<file path="config.mk">
export PLATFORM = sky130hd
export DESIGN_NAME = thick_line_rasterizer_core
export DESIGN_NICKNAME = d
export VERILOG_FILES = /design/src/rtl/core/tlr_pkg.sv /design/src/rtl/core/tlr_ctrl.sv /design/src/rtl/core/tlr_dp.sv /design/src/rtl/core/thick_line_rasterizer_core.sv
export VERILOG_INCLUDE_DIRS = /design/src /design/src/rtl/core
export SDC_FILE = /design/constraint.sdc
export NUM_CORES = 1
export LEC_CHECK = 0
export ABC_AREA = 1
export BUFFER_PORTS_ARGS = -buffer_cell sky130_fd_sc_hd__buf_2
export CAP_MARGIN = 20
export CORE_ASPECT_RATIO = 1.1
export CORE_UTILIZATION = 50
export DETAILED_ROUTE_END_ITERATION = 7
export PLACE_DENSITY = 0.74
export SLEW_MARGIN = 20
export SYNTH_ARGS = -nofsm -noshare
export SYNTH_HDL_FRONTEND = slang
export SYNTH_SLANG_ARGS = --single-unit
</file>
<file path="constraint.sdc">
create_clock -name clk -period 13.3 [get_ports clk]
set_clock_uncertainty 0.15 [all_clocks]
set_input_delay 1.995 -clock clk [delete_from_list [all_inputs] [get_ports clk]]
set_output_delay 1.995 -clock clk [all_outputs]
set_load 0.02 [all_outputs]
</file>
<file path="src/rtl/core/assert_macros.svh">
// ----------------------------------------------------------------------------
// assert_macros.svh
// Concurrent assertion shorthands, clocked on clk, disabled while rst_n is low.
// ----------------------------------------------------------------------------
`ifndef ASSERT_MACROS_SVH
`define ASSERT_MACROS_SVH

// antecedent holds -> consequent holds in the same cycle
`define ASSERT_SAME(lbl, ante, cons) \
    lbl: assert property (@(posedge clk) disable iff (!rst_n) (ante) |-> (cons)) \
        else $error("assertion failed (same cycle)");

// antecedent holds -> consequent holds in the next cycle
`define ASSERT_NEXT(lbl, ante, cons) \
    lbl: assert property (@(posedge clk) disable iff (!rst_n) (ante) |=> (cons)) \
        else $error("assertion failed (next cycle)");

`endif

</file>
<file path="src/rtl/core/tlr_pkg.sv">
// ----------------------------------------------------------------------------
// tlr_pkg
// Shared widths, codes, step tables and helpers of the thick line rasterizer.
// ----------------------------------------------------------------------------
package tlr_pkg;

    localparam int COORD_W = 6;
    localparam int HALF_W  = 3;
    localparam int LEN_W   = 4;
    localparam int DEC_W   = 12;
    localparam int CNT_W   = 6;
    localparam int IDX_W   = 2;
    localparam int OCT_W   = 3;

    localparam logic [COORD_W-1:0] COORD_MAX = 6'd63;
    localparam logic [CNT_W-1:0]   SPAN_LAST = 6'd63;

    localparam logic [IDX_W-1:0] REG_X_LIMIT = 2'd0;
    localparam logic [IDX_W-1:0] REG_Y_LIMIT = 2'd1;

    // octants, counted from +y clockwise
    localparam logic [OCT_W-1:0] OCT_NNE = 3'd0;
    localparam logic [OCT_W-1:0] OCT_ENE = 3'd1;
    localparam logic [OCT_W-1:0] OCT_ESE = 3'd2;
    localparam logic [OCT_W-1:0] OCT_SSE = 3'd3;
    localparam logic [OCT_W-1:0] OCT_SSW = 3'd4;
    localparam logic [OCT_W-1:0] OCT_WSW = 3'd5;
    localparam logic [OCT_W-1:0] OCT_WNW = 3'd6;
    localparam logic [OCT_W-1:0] OCT_NNW = 3'd7;

    typedef struct packed {
        logic load;
        logic init;
        logic emit;
    } dp_cmd_t;

    typedef struct packed {
        logic last;
    } dp_status_t;

    typedef struct packed {
        logic signed [1:0] dx;
        logic signed [1:0] dy;
    } step_t;

    localparam logic signed [1:0] D_POS  = 2'sb01;
    localparam logic signed [1:0] D_ZERO = 2'sb00;
    localparam logic signed [1:0] D_NEG  = 2'sb11;

    function automatic step_t under_step(input logic [OCT_W-1:0] oct);
        step_t s;
        case (oct)
            OCT_NNE: s = '{dx: D_POS,  dy: D_POS};
            OCT_ENE: s = '{dx: D_POS,  dy: D_ZERO};
            OCT_ESE: s = '{dx: D_POS,  dy: D_NEG};
            OCT_SSE: s = '{dx: D_ZERO, dy: D_NEG};
            OCT_SSW: s = '{dx: D_NEG,  dy: D_NEG};
            OCT_WSW: s = '{dx: D_NEG,  dy: D_ZERO};
            OCT_WNW: s = '{dx: D_NEG,  dy: D_POS};
            default: s = '{dx: D_ZERO, dy: D_POS};
        endcase
        return s;
    endfunction

    function automatic step_t up_step(input logic [OCT_W-1:0] oct);
        step_t s;
        case (oct)
            OCT_NNE: s = '{dx: D_ZERO, dy: D_POS};
            OCT_ENE: s = '{dx: D_POS,  dy: D_POS};
            OCT_ESE: s = '{dx: D_POS,  dy: D_ZERO};
            OCT_SSE: s = '{dx: D_POS,  dy: D_NEG};
            OCT_SSW: s = '{dx: D_ZERO, dy: D_NEG};
            OCT_WSW: s = '{dx: D_NEG,  dy: D_NEG};
            OCT_WNW: s = '{dx: D_NEG,  dy: D_ZERO};
            default: s = '{dx: D_NEG,  dy: D_POS};
        endcase
        return s;
    endfunction

    function automatic logic is_vertical(input logic [OCT_W-1:0] oct);
        return (oct == OCT_ENE) || (oct == OCT_ESE) || (oct == OCT_WSW) || (oct == OCT_WNW);
    endfunction

    // coef in -2..2, done with shifts and negation
    function automatic logic signed [DEC_W-1:0] scale(input logic signed [2:0] coef,
                                                      input logic signed [DEC_W-1:0] v);
        logic signed [DEC_W-1:0] r;
        case (coef)
            3'sb001: r = v;
            3'sb010: r = v <<< 1;
            3'sb111: r = -v;
            3'sb110: r = -(v <<< 1);
            default: r = '0;
        endcase
        return r;
    endfunction

endpackage

</file>
<file path="src/rtl/core/tlr_ctrl.sv">
// ----------------------------------------------------------------------------
// tlr_ctrl
// Sequencer: takes a line command, runs setup, then walks one span per beat.
// ----------------------------------------------------------------------------
`include "assert_macros.svh"

module tlr_ctrl (
    input  logic                clk,
    input  logic                rst_n,
    input  logic                in_valid,
    output logic                in_ready,
    output logic                out_valid,
    input  logic                out_ready,
    output tlr_pkg::dp_cmd_t    cmd,
    input  tlr_pkg::dp_status_t status
);

    localparam logic [1:0] ST_IDLE  = 2'd0;
    localparam logic [1:0] ST_SETUP = 2'd1;
    localparam logic [1:0] ST_WALK  = 2'd2;

    logic [1:0] state_reg;
    logic [1:0] state_next;
    logic       out_valid_reg;
    logic       out_valid_next;

    always_comb
    begin
        in_ready   = (state_reg == ST_IDLE);
        cmd.load   = in_valid && in_ready;
        cmd.init   = (state_reg == ST_SETUP);
        cmd.emit   = (state_reg == ST_WALK) && (!out_valid_reg || out_ready);
        state_next = state_reg;
        case (state_reg)
            ST_IDLE:
            begin
                if (cmd.load)
                begin
                    state_next = ST_SETUP;
                end
            end
            ST_SETUP:
            begin
                state_next = ST_WALK;
            end
            ST_WALK:
            begin
                if (cmd.emit && status.last)
                begin
                    state_next = ST_IDLE;
                end
            end
            default:
            begin
                state_next = ST_IDLE;
            end
        endcase
        if (cmd.emit)
        begin
            out_valid_next = 1'b1;
        end
        else if (out_ready)
        begin
            out_valid_next = 1'b0;
        end
        else
        begin
            out_valid_next = out_valid_reg;
        end
    end

    always_ff @(posedge clk or negedge rst_n)
    begin
        if (!rst_n)
        begin
            state_reg     <= ST_IDLE;
            out_valid_reg <= 1'b0;
        end
        else
        begin
            state_reg     <= state_next;
            out_valid_reg <= out_valid_next;
        end
    end

    assign out_valid = out_valid_reg;

    `ASSERT_NEXT(a_last_ends_walk, cmd.emit && status.last, state_reg == ST_IDLE)
    `ASSERT_NEXT(a_setup_to_walk, state_reg == ST_SETUP, state_reg == ST_WALK)
    `ASSERT_NEXT(a_emit_shows_beat, cmd.emit, out_valid)

endmodule

</file>
<file path="src/rtl/core/tlr_dp.sv">
// ----------------------------------------------------------------------------
// tlr_dp
// Datapath: clip limits, octant setup, midpoint walk and span clipping.
// ----------------------------------------------------------------------------
`include "assert_macros.svh"

module tlr_dp (
    input  logic                          clk,
    input  logic                          rst_n,
    input  tlr_pkg::dp_cmd_t              cmd,
    output tlr_pkg::dp_status_t           status,
    input  logic                          cfg_we,
    input  logic [tlr_pkg::IDX_W-1:0]     cfg_index,
    input  logic [tlr_pkg::COORD_W-1:0]   cfg_data,
    input  logic [tlr_pkg::COORD_W-1:0]   line_start_x,
    input  logic [tlr_pkg::COORD_W-1:0]   line_start_y,
    input  logic [tlr_pkg::COORD_W-1:0]   line_end_x,
    input  logic [tlr_pkg::COORD_W-1:0]   line_end_y,
    input  logic [tlr_pkg::HALF_W-1:0]    half_width,
    output logic [tlr_pkg::COORD_W-1:0]   span_x,
    output logic [tlr_pkg::COORD_W-1:0]   span_y,
    output logic                          span_vertical,
    output logic [tlr_pkg::LEN_W-1:0]     span_len,
    output logic                          last_span
);

    localparam int CW = tlr_pkg::COORD_W;
    localparam int DW = tlr_pkg::DEC_W;

    logic [CW-1:0]              x_limit_reg;
    logic [CW-1:0]              y_limit_reg;
    logic [CW-1:0]              cur_x_reg;
    logic [CW-1:0]              cur_y_reg;
    logic [CW-1:0]              target_x_reg;
    logic [CW-1:0]              target_y_reg;
    logic [tlr_pkg::HALF_W-1:0] stamp_reg;
    logic [tlr_pkg::OCT_W-1:0]  octant_reg;
    logic signed [DW-1:0]       decision_reg;
    logic signed [DW-1:0]       inc_under_reg;
    logic signed [DW-1:0]       inc_up_reg;
    logic [tlr_pkg::CNT_W-1:0]  count_reg;

    logic [CW-1:0]              span_x_reg;
    logic [CW-1:0]              span_y_reg;
    logic                       span_vertical_reg;
    logic [tlr_pkg::LEN_W-1:0]  span_len_reg;
    logic                       last_span_reg;

    // setup
    logic signed [DW-1:0]       dx;
    logic signed [DW-1:0]       dy;
    logic [CW-1:0]              adx;
    logic [CW-1:0]              ady;
    logic                       steep;
    logic [tlr_pkg::OCT_W-1:0]  octant_next;
    tlr_pkg::step_t             su_n;
    tlr_pkg::step_t             sp_n;
    logic signed [DW-1:0]       decision_init;
    logic signed [DW-1:0]       inc_under_init;
    logic signed [DW-1:0]       inc_up_init;

    // walk
    tlr_pkg::step_t             st;
    logic                       take_under;
    logic                       at_end;

    // span
    logic                       vert;
    logic [CW-1:0]              along;
    logic [CW-1:0]              across;
    logic [CW-1:0]              lim_along;
    logic [CW-1:0]              lim_across;
    logic [CW-1:0]              lo;
    logic [CW:0]                hi_sum;
    logic [CW-1:0]              hi;
    logic                       inside_span;
    logic [CW-1:0]              start;
    logic [CW-1:0]              len_w;
    logic [tlr_pkg::LEN_W-1:0]  len;

    always_comb
    begin
        dx = $signed({{(DW-CW){1'b0}}, target_x_reg}) - $signed({{(DW-CW){1'b0}}, cur_x_reg});
        dy = $signed({{(DW-CW){1'b0}}, target_y_reg}) - $signed({{(DW-CW){1'b0}}, cur_y_reg});
        adx = (cur_x_reg <= target_x_reg) ? (target_x_reg - cur_x_reg)
                                          : (cur_x_reg - target_x_reg);
        ady = (cur_y_reg <= target_y_reg) ? (target_y_reg - cur_y_reg)
                                          : (cur_y_reg - target_y_reg);
        steep = (ady > adx);
        if (cur_y_reg <= target_y_reg)
        begin
            if (cur_x_reg <= target_x_reg)
            begin
                octant_next = steep ? tlr_pkg::OCT_NNE : tlr_pkg::OCT_ENE;
            end
            else
            begin
                octant_next = steep ? tlr_pkg::OCT_NNW : tlr_pkg::OCT_WNW;
            end
        end
        else
        begin
            if (cur_x_reg <= target_x_reg)
            begin
                octant_next = steep ? tlr_pkg::OCT_SSE : tlr_pkg::OCT_ESE;
            end
            else
            begin
                octant_next = steep ? tlr_pkg::OCT_SSW : tlr_pkg::OCT_WSW;
            end
        end
        su_n = tlr_pkg::under_step(octant_next);
        sp_n = tlr_pkg::up_step(octant_next);
        decision_init  = tlr_pkg::scale({su_n.dx[1], su_n.dx} + {sp_n.dx[1], sp_n.dx}, dy)
                       - tlr_pkg::scale({su_n.dy[1], su_n.dy} + {sp_n.dy[1], sp_n.dy}, dx);
        inc_under_init = tlr_pkg::scale({su_n.dx, 1'b0}, dy) - tlr_pkg::scale({su_n.dy, 1'b0}, dx);
        inc_up_init    = tlr_pkg::scale({sp_n.dx, 1'b0}, dy) - tlr_pkg::scale({sp_n.dy, 1'b0}, dx);

        take_under  = (decision_reg <= 0);
        st          = take_under ? tlr_pkg::under_step(octant_reg)
                                 : tlr_pkg::up_step(octant_reg);
        at_end      = (cur_x_reg == target_x_reg) && (cur_y_reg == target_y_reg);
        status.last = at_end || (count_reg == tlr_pkg::SPAN_LAST);

        vert       = tlr_pkg::is_vertical(octant_reg);
        along      = vert ? cur_y_reg : cur_x_reg;
        across     = vert ? cur_x_reg : cur_y_reg;
        lim_along  = vert ? y_limit_reg : x_limit_reg;
        lim_across = vert ? x_limit_reg : y_limit_reg;
        lo         = (along < CW'(stamp_reg)) ? '0 : (along - CW'(stamp_reg));
        hi_sum     = {1'b0, along} + (CW+1)'(stamp_reg);
        hi         = (hi_sum > {1'b0, lim_along}) ? lim_along : hi_sum[CW-1:0];
        inside_span = (across <= lim_across) && (lo <= hi);
        len_w      = hi - lo + 1'b1;
        len        = inside_span ? len_w[tlr_pkg::LEN_W-1:0] : '0;
        start      = inside_span ? lo : along;
    end

    always_ff @(posedge clk or negedge rst_n)
    begin
        if (!rst_n)
        begin
            x_limit_reg <= tlr_pkg::COORD_MAX;
            y_limit_reg <= tlr_pkg::COORD_MAX;
        end
        else if (cfg_we)
        begin
            case (cfg_index)
                tlr_pkg::REG_X_LIMIT: x_limit_reg <= cfg_data;
                tlr_pkg::REG_Y_LIMIT: y_limit_reg <= cfg_data;
                default:
                begin
                end
            endcase
        end
    end

    always_ff @(posedge clk)
    begin
        if (cmd.load)
        begin
            cur_x_reg    <= line_start_x;
            cur_y_reg    <= line_start_y;
            target_x_reg <= line_end_x;
            target_y_reg <= line_end_y;
            stamp_reg    <= half_width;
            count_reg    <= '0;
        end
        else if (cmd.init)
        begin
            octant_reg    <= octant_next;
            decision_reg  <= decision_init;
            inc_under_reg <= inc_under_init;
            inc_up_reg    <= inc_up_init;
        end
        else if (cmd.emit)
        begin
            span_x_reg        <= vert ? cur_x_reg : start;
            span_y_reg        <= vert ? start : cur_y_reg;
            span_vertical_reg <= vert;
            span_len_reg      <= len;
            last_span_reg     <= status.last;
            if (!status.last)
            begin
                cur_x_reg    <= cur_x_reg + {{(CW-2){st.dx[1]}}, st.dx};
                cur_y_reg    <= cur_y_reg + {{(CW-2){st.dy[1]}}, st.dy};
                decision_reg <= decision_reg + (take_under ? inc_under_reg : inc_up_reg);
                count_reg    <= count_reg + 1'b1;
            end
        end
    end

    assign span_x        = span_x_reg;
    assign span_y        = span_y_reg;
    assign span_vertical = span_vertical_reg;
    assign span_len      = span_len_reg;
    assign last_span     = last_span_reg;

    `ASSERT_NEXT(a_count_steps, cmd.emit && !status.last, count_reg == $past(count_reg) + 1'b1)
    `ASSERT_SAME(a_len_bounded, cmd.emit, len <= 4'd15 && (len == 4'd0 || start <= along))

endmodule

</file>
<file path="src/rtl/core/thick_line_rasterizer_core.sv">
// ----------------------------------------------------------------------------
// thick_line_rasterizer_core
// Eight-octant midpoint line walk emitting one clipped stamp span per pixel.
// ----------------------------------------------------------------------------
// Usage:
//   in_*  : one beat carries a line command (start, end, half_width). Taken
//           only while no line is being walked.
//   out_* : one beat per walk pixel, in walk order; last_span marks the
//           span at the end point (or the 64th span).
//   cfg_* : cfg_index 0 writes x_limit, 1 writes y_limit, other indexes are
//           dropped. Always ready; write only while the core is idle.
// Timing:
//   The command is registered, the next cycle classifies the octant and
//   seeds the decision term, then the walk emits one span per cycle from
//   the output register while out_* is not stalled. A line of major length L
//   gives L+1 spans, at most 64. The next command is taken the cycle after
//   the last span is loaded into the output register.
// Reset:
//   Core idle, no beat pending, both limits 63.
// Stall:
//   With a span on out_* and out_ready low, the walk holds and the span stays.
// ----------------------------------------------------------------------------
module thick_line_rasterizer_core (
    input  logic                          clk,
    input  logic                          rst_n,
    input  logic                          in_valid,
    output logic                          in_ready,
    input  logic [tlr_pkg::COORD_W-1:0]   line_start_x,
    input  logic [tlr_pkg::COORD_W-1:0]   line_start_y,
    input  logic [tlr_pkg::COORD_W-1:0]   line_end_x,
    input  logic [tlr_pkg::COORD_W-1:0]   line_end_y,
    input  logic [tlr_pkg::HALF_W-1:0]    half_width,
    output logic                          out_valid,
    input  logic                          out_ready,
    output logic [tlr_pkg::COORD_W-1:0]   span_x,
    output logic [tlr_pkg::COORD_W-1:0]   span_y,
    output logic                          span_vertical,
    output logic [tlr_pkg::LEN_W-1:0]     span_len,
    output logic                          last_span,
    input  logic                          cfg_valid,
    output logic                          cfg_ready,
    input  logic [tlr_pkg::IDX_W-1:0]     cfg_index,
    input  logic [tlr_pkg::COORD_W-1:0]   cfg_data
);

    tlr_pkg::dp_cmd_t    cmd;
    tlr_pkg::dp_status_t status;

    assign cfg_ready = 1'b1;

    tlr_ctrl u_ctrl (
        .clk       (clk),
        .rst_n     (rst_n),
        .in_valid  (in_valid),
        .in_ready  (in_ready),
        .out_valid (out_valid),
        .out_ready (out_ready),
        .cmd       (cmd),
        .status    (status)
    );

    tlr_dp u_dp (
        .clk           (clk),
        .rst_n         (rst_n),
        .cmd           (cmd),
        .status        (status),
        .cfg_we        (cfg_valid && cfg_ready),
        .cfg_index     (cfg_index),
        .cfg_data      (cfg_data),
        .line_start_x  (line_start_x),
        .line_start_y  (line_start_y),
        .line_end_x    (line_end_x),
        .line_end_y    (line_end_y),
        .half_width    (half_width),
        .span_x        (span_x),
        .span_y        (span_y),
        .span_vertical (span_vertical),
        .span_len      (span_len),
        .last_span     (last_span)
    );

endmodule
</file>
==> flow_summary.ini <==
[critical_path]
critPathBufInv = 6
slowest_stage = edfxtp_1
cp.arrival_ps = 7430
cp-start-kind = flop
crit_path_max_fanout = 8
cp_slowest_stage_delay_ps = 560
endpoint_kind = flop
worstSetupPathType = reg2reg
startpoint = u_dp.cur_y_reg[1]
crit_required_ps = 13360
cpMostUsedCell = nand2_1
reg2reg_from = u_dp.cur_y_reg[1]
crit_family = simple AND/OR/NAND/NOR gates
ff2ff_setup_slack_ps = 5930

[cts]
cts_max_level = 3
cts_setup_buffers = 0
cts_resized = 0
clock_latency_ps = 360
cts.path.max_buffers = 2
cts-root-buf = clkbuf_16
cts_tree = yes
cts.sinks = 103
numCtsBuffers = 9
clkTransAtPathRegs_ps = 80
cts_hold_buf = 0

[hold_path]
hold_class = reg2reg
hold_path.startpoint = u_dp.count_reg[5]

[job]
drv_cap = 0

[logic_synthesis]
ys_types = 64
synth_seq_area_share_pct = 29.81
synth-compound-area-share_pct = 15.86
syn_inst = 1313
ys_ff_latch = 103
yosys.area_share.simple_pct = 21.84
syn_area_um2 = 9973
muxShareOfSynthArea_pct = 0
syn-num-nets = 1484
synth-xor-area-share_pct = 4.981
yosysTopAreaCell = edfxtp_1
yosysWarnings = 0
synthTopCellsByArea = edfxtp_1, ha_1, nand2_1
synthAdderAreaFrac_pct = 17.41
synth_edf_count = 82
synth.avg_cell_area_um2 = 7.596
synth-async-reset-ratio_pct = 14.56
ys.flop_type = edfxtp_1
synth_top_family_by_area = simple AND/OR/NAND/NOR gates
synth_top_area_share_pct = 24.69

[global_routing]
grt_usage_pct = 25.11
met3_usage_pct = 4.949
grt_pass1_vias = 8154
antenna_found_initial = 1
met2_usage_pct = 41.37
grt_start_max_net_pins = 43
grt_first_pass_wirelength_um = 39630
top_usage_layer = met2
grt-ovfl-total = 0
grtUsageMet1_pct = 30.80

[drt]
wirelength_um = 24600
vias_per_cell = 5.304
ant_nets = 0
dr_total_vias = 8577
drt_first_pass_iters = 7
drc_errors = 0
detail_route.wl_per_cell_um = 15.21
drtIter0Drc = 488

[die]
die_area_um2 = 20520
core_um2 = 19300
row_count = 53
initial_core_util_pct = 51.68
die_y_um = 150.1
die_x_um = 136.7
io_pins = 61

[placement]
globalplace.congestion = 0.9580
io_buffer_count = 59
dp_hpwl_um = 20000

[sta]
rsz0062_at_grt = false
fmax_mhz = 135.7
timing.final.crit_period_ps = 7369
hold_viol = 0
setup_viol = 0
slew_headroom_pct = 32.75
worst_pin_slew_ps = 1008
maxSlewViolCount = 0
finalSetupTns_ps = 0
period_share_pct = 55.40

[finish]
multi_input_area_um2 = 6007
largest_reg_flops = 12
synthToLayoutAreaGrowth_pct = 8.681
register_area_um2 = 2973
layout.nets = 1536
antenna_cells = 0
num-fill-cells = 1834
drive_gt1_share_pct = 12.19

[run_status]
outcome = complete, no violations
-- worst register-to-register path: cells and delay by family (launching register included) --
family / cells / cell delay (ps)
adders and majority gates: 6 / 1830
AOI/OAI and AO/OA: 10 / 1370
DFF: 1 / 560
and+or+nand+nor: 20 / 2410
buffers and inverters: 6 / 610
xor gates and xnor gates: 1 / 330
-- worst paths after layout --
| kind | end | depth (start not counted) |
|---|---|---|
| max in group asynchronous | u_dp.y_limit_reg[1] | 1 |
| setup / recovery | u_dp.decision_reg[10] | 43 |
| setup reg to reg | u_dp.decision_reg[10] | 43 |
| hold / removal | u_dp.count_reg[5] | 2 |
| hold reg to reg | u_dp.count_reg[5] | 2 |
| min in group asynchronous | u_ctrl.state_reg[1] | 1 |
-- cell usage after synthesis, types with 4 or more instances --
library cell  count
nor3_1           15
buf_2             5
a31oi_1           9
nor2_2            6
o22ai_1          20
nand2_1         291
xor2_1           42
or2_2             7
o21bai_1         11
nand4_1           5
nor4_1            5
xnor2_1          11
nand2_4           5
inv_1           222
a21oi_1          79
edfxtp_1         82
dfstp_2          12
nand3_2          10
inv_2            17
o21ai_2           4
nand2_2          12
clkbuf_1         10
o21ai_0         107
o2111ai_1         6
o21a_1            4
dfxtp_1           6
a221oi_1          7
nand3_1          30
fa_1             13
nor2_1           91
ha_1            118
o21ai_1           6
-- per-layer routing --
metal  part of all wire, %  wire, um  vias up
li1                      -         -     4428
met1                    43     10590     3871
met2                    47     11520      215
met3                   5.2      1277       63
met4                   4.9      1208        0
met5                     0         0        -
-- cell families (layout without fill, tap and decap cells) --
kind of cell             after synthesis  after routing
flip-flops                           103            103
AND/OR/NAND/NOR                      491            491
AO/OA/AOI/OAI                        270            270
buffers and inverters                262            319
other                                  1              1
adder cells (fa/ha/maj)              131            131
XOR/XNOR                              55             55
-- through the flow --
| step | worst slack (ps) | utilization, % | cell area (um^2) | cells | hold slack [ps] |
|---|---|---|---|---|---|
| after detailed placement | 5945 | 54.44 | 10510 | 1600 | 324.0 |
| after global routing | 5049 | 56.17 | 10840 | 1617 | 359.3 |
| final | 5931 | 56.17 | 10840 | 1617 | 340.0 |
| after CTS | 5905 | 56.07 | 10820 | 1616 | 334.6 |
| after floorplan | 6599 | - | 9973 | 1313 | 290.7 |
| after global placement | 6110 | 54.44 | 10510 | 1600 | 298.9 |
-- cell type report --
class	instances	area share [%]
tap	247	2.851
timing repair buffer	62	3.047
multi-input combinational	948	55.42
inverter	241	8.369
sequential	103	27.43
clock buffer	12	2.574
clock inverter	4	0.3117
-- placed cells by master, fill, tap and decap left out, types with 12 or more instances in the layout --
| cell type | count |
|---|---|
| a21oi_1 | 79 |
| buf_2 | 59 |
| dfstp_2 | 12 |
| edfxtp_1 | 82 |
| fa_1 | 13 |
| ha_1 | 118 |
| inv_1 | 222 |
| inv_2 | 17 |
| nand2_1 | 291 |
| nand2_2 | 12 |
| nand3_1 | 30 |
| nor2_1 | 89 |
| nor3_1 | 15 |
| o21ai_0 | 107 |
| o22ai_1 | 20 |
| xor2_1 | 42 |
Power is not shown: default switching activity piles up to over one toggle a cycle in this logic, so the estimate is an artifact.
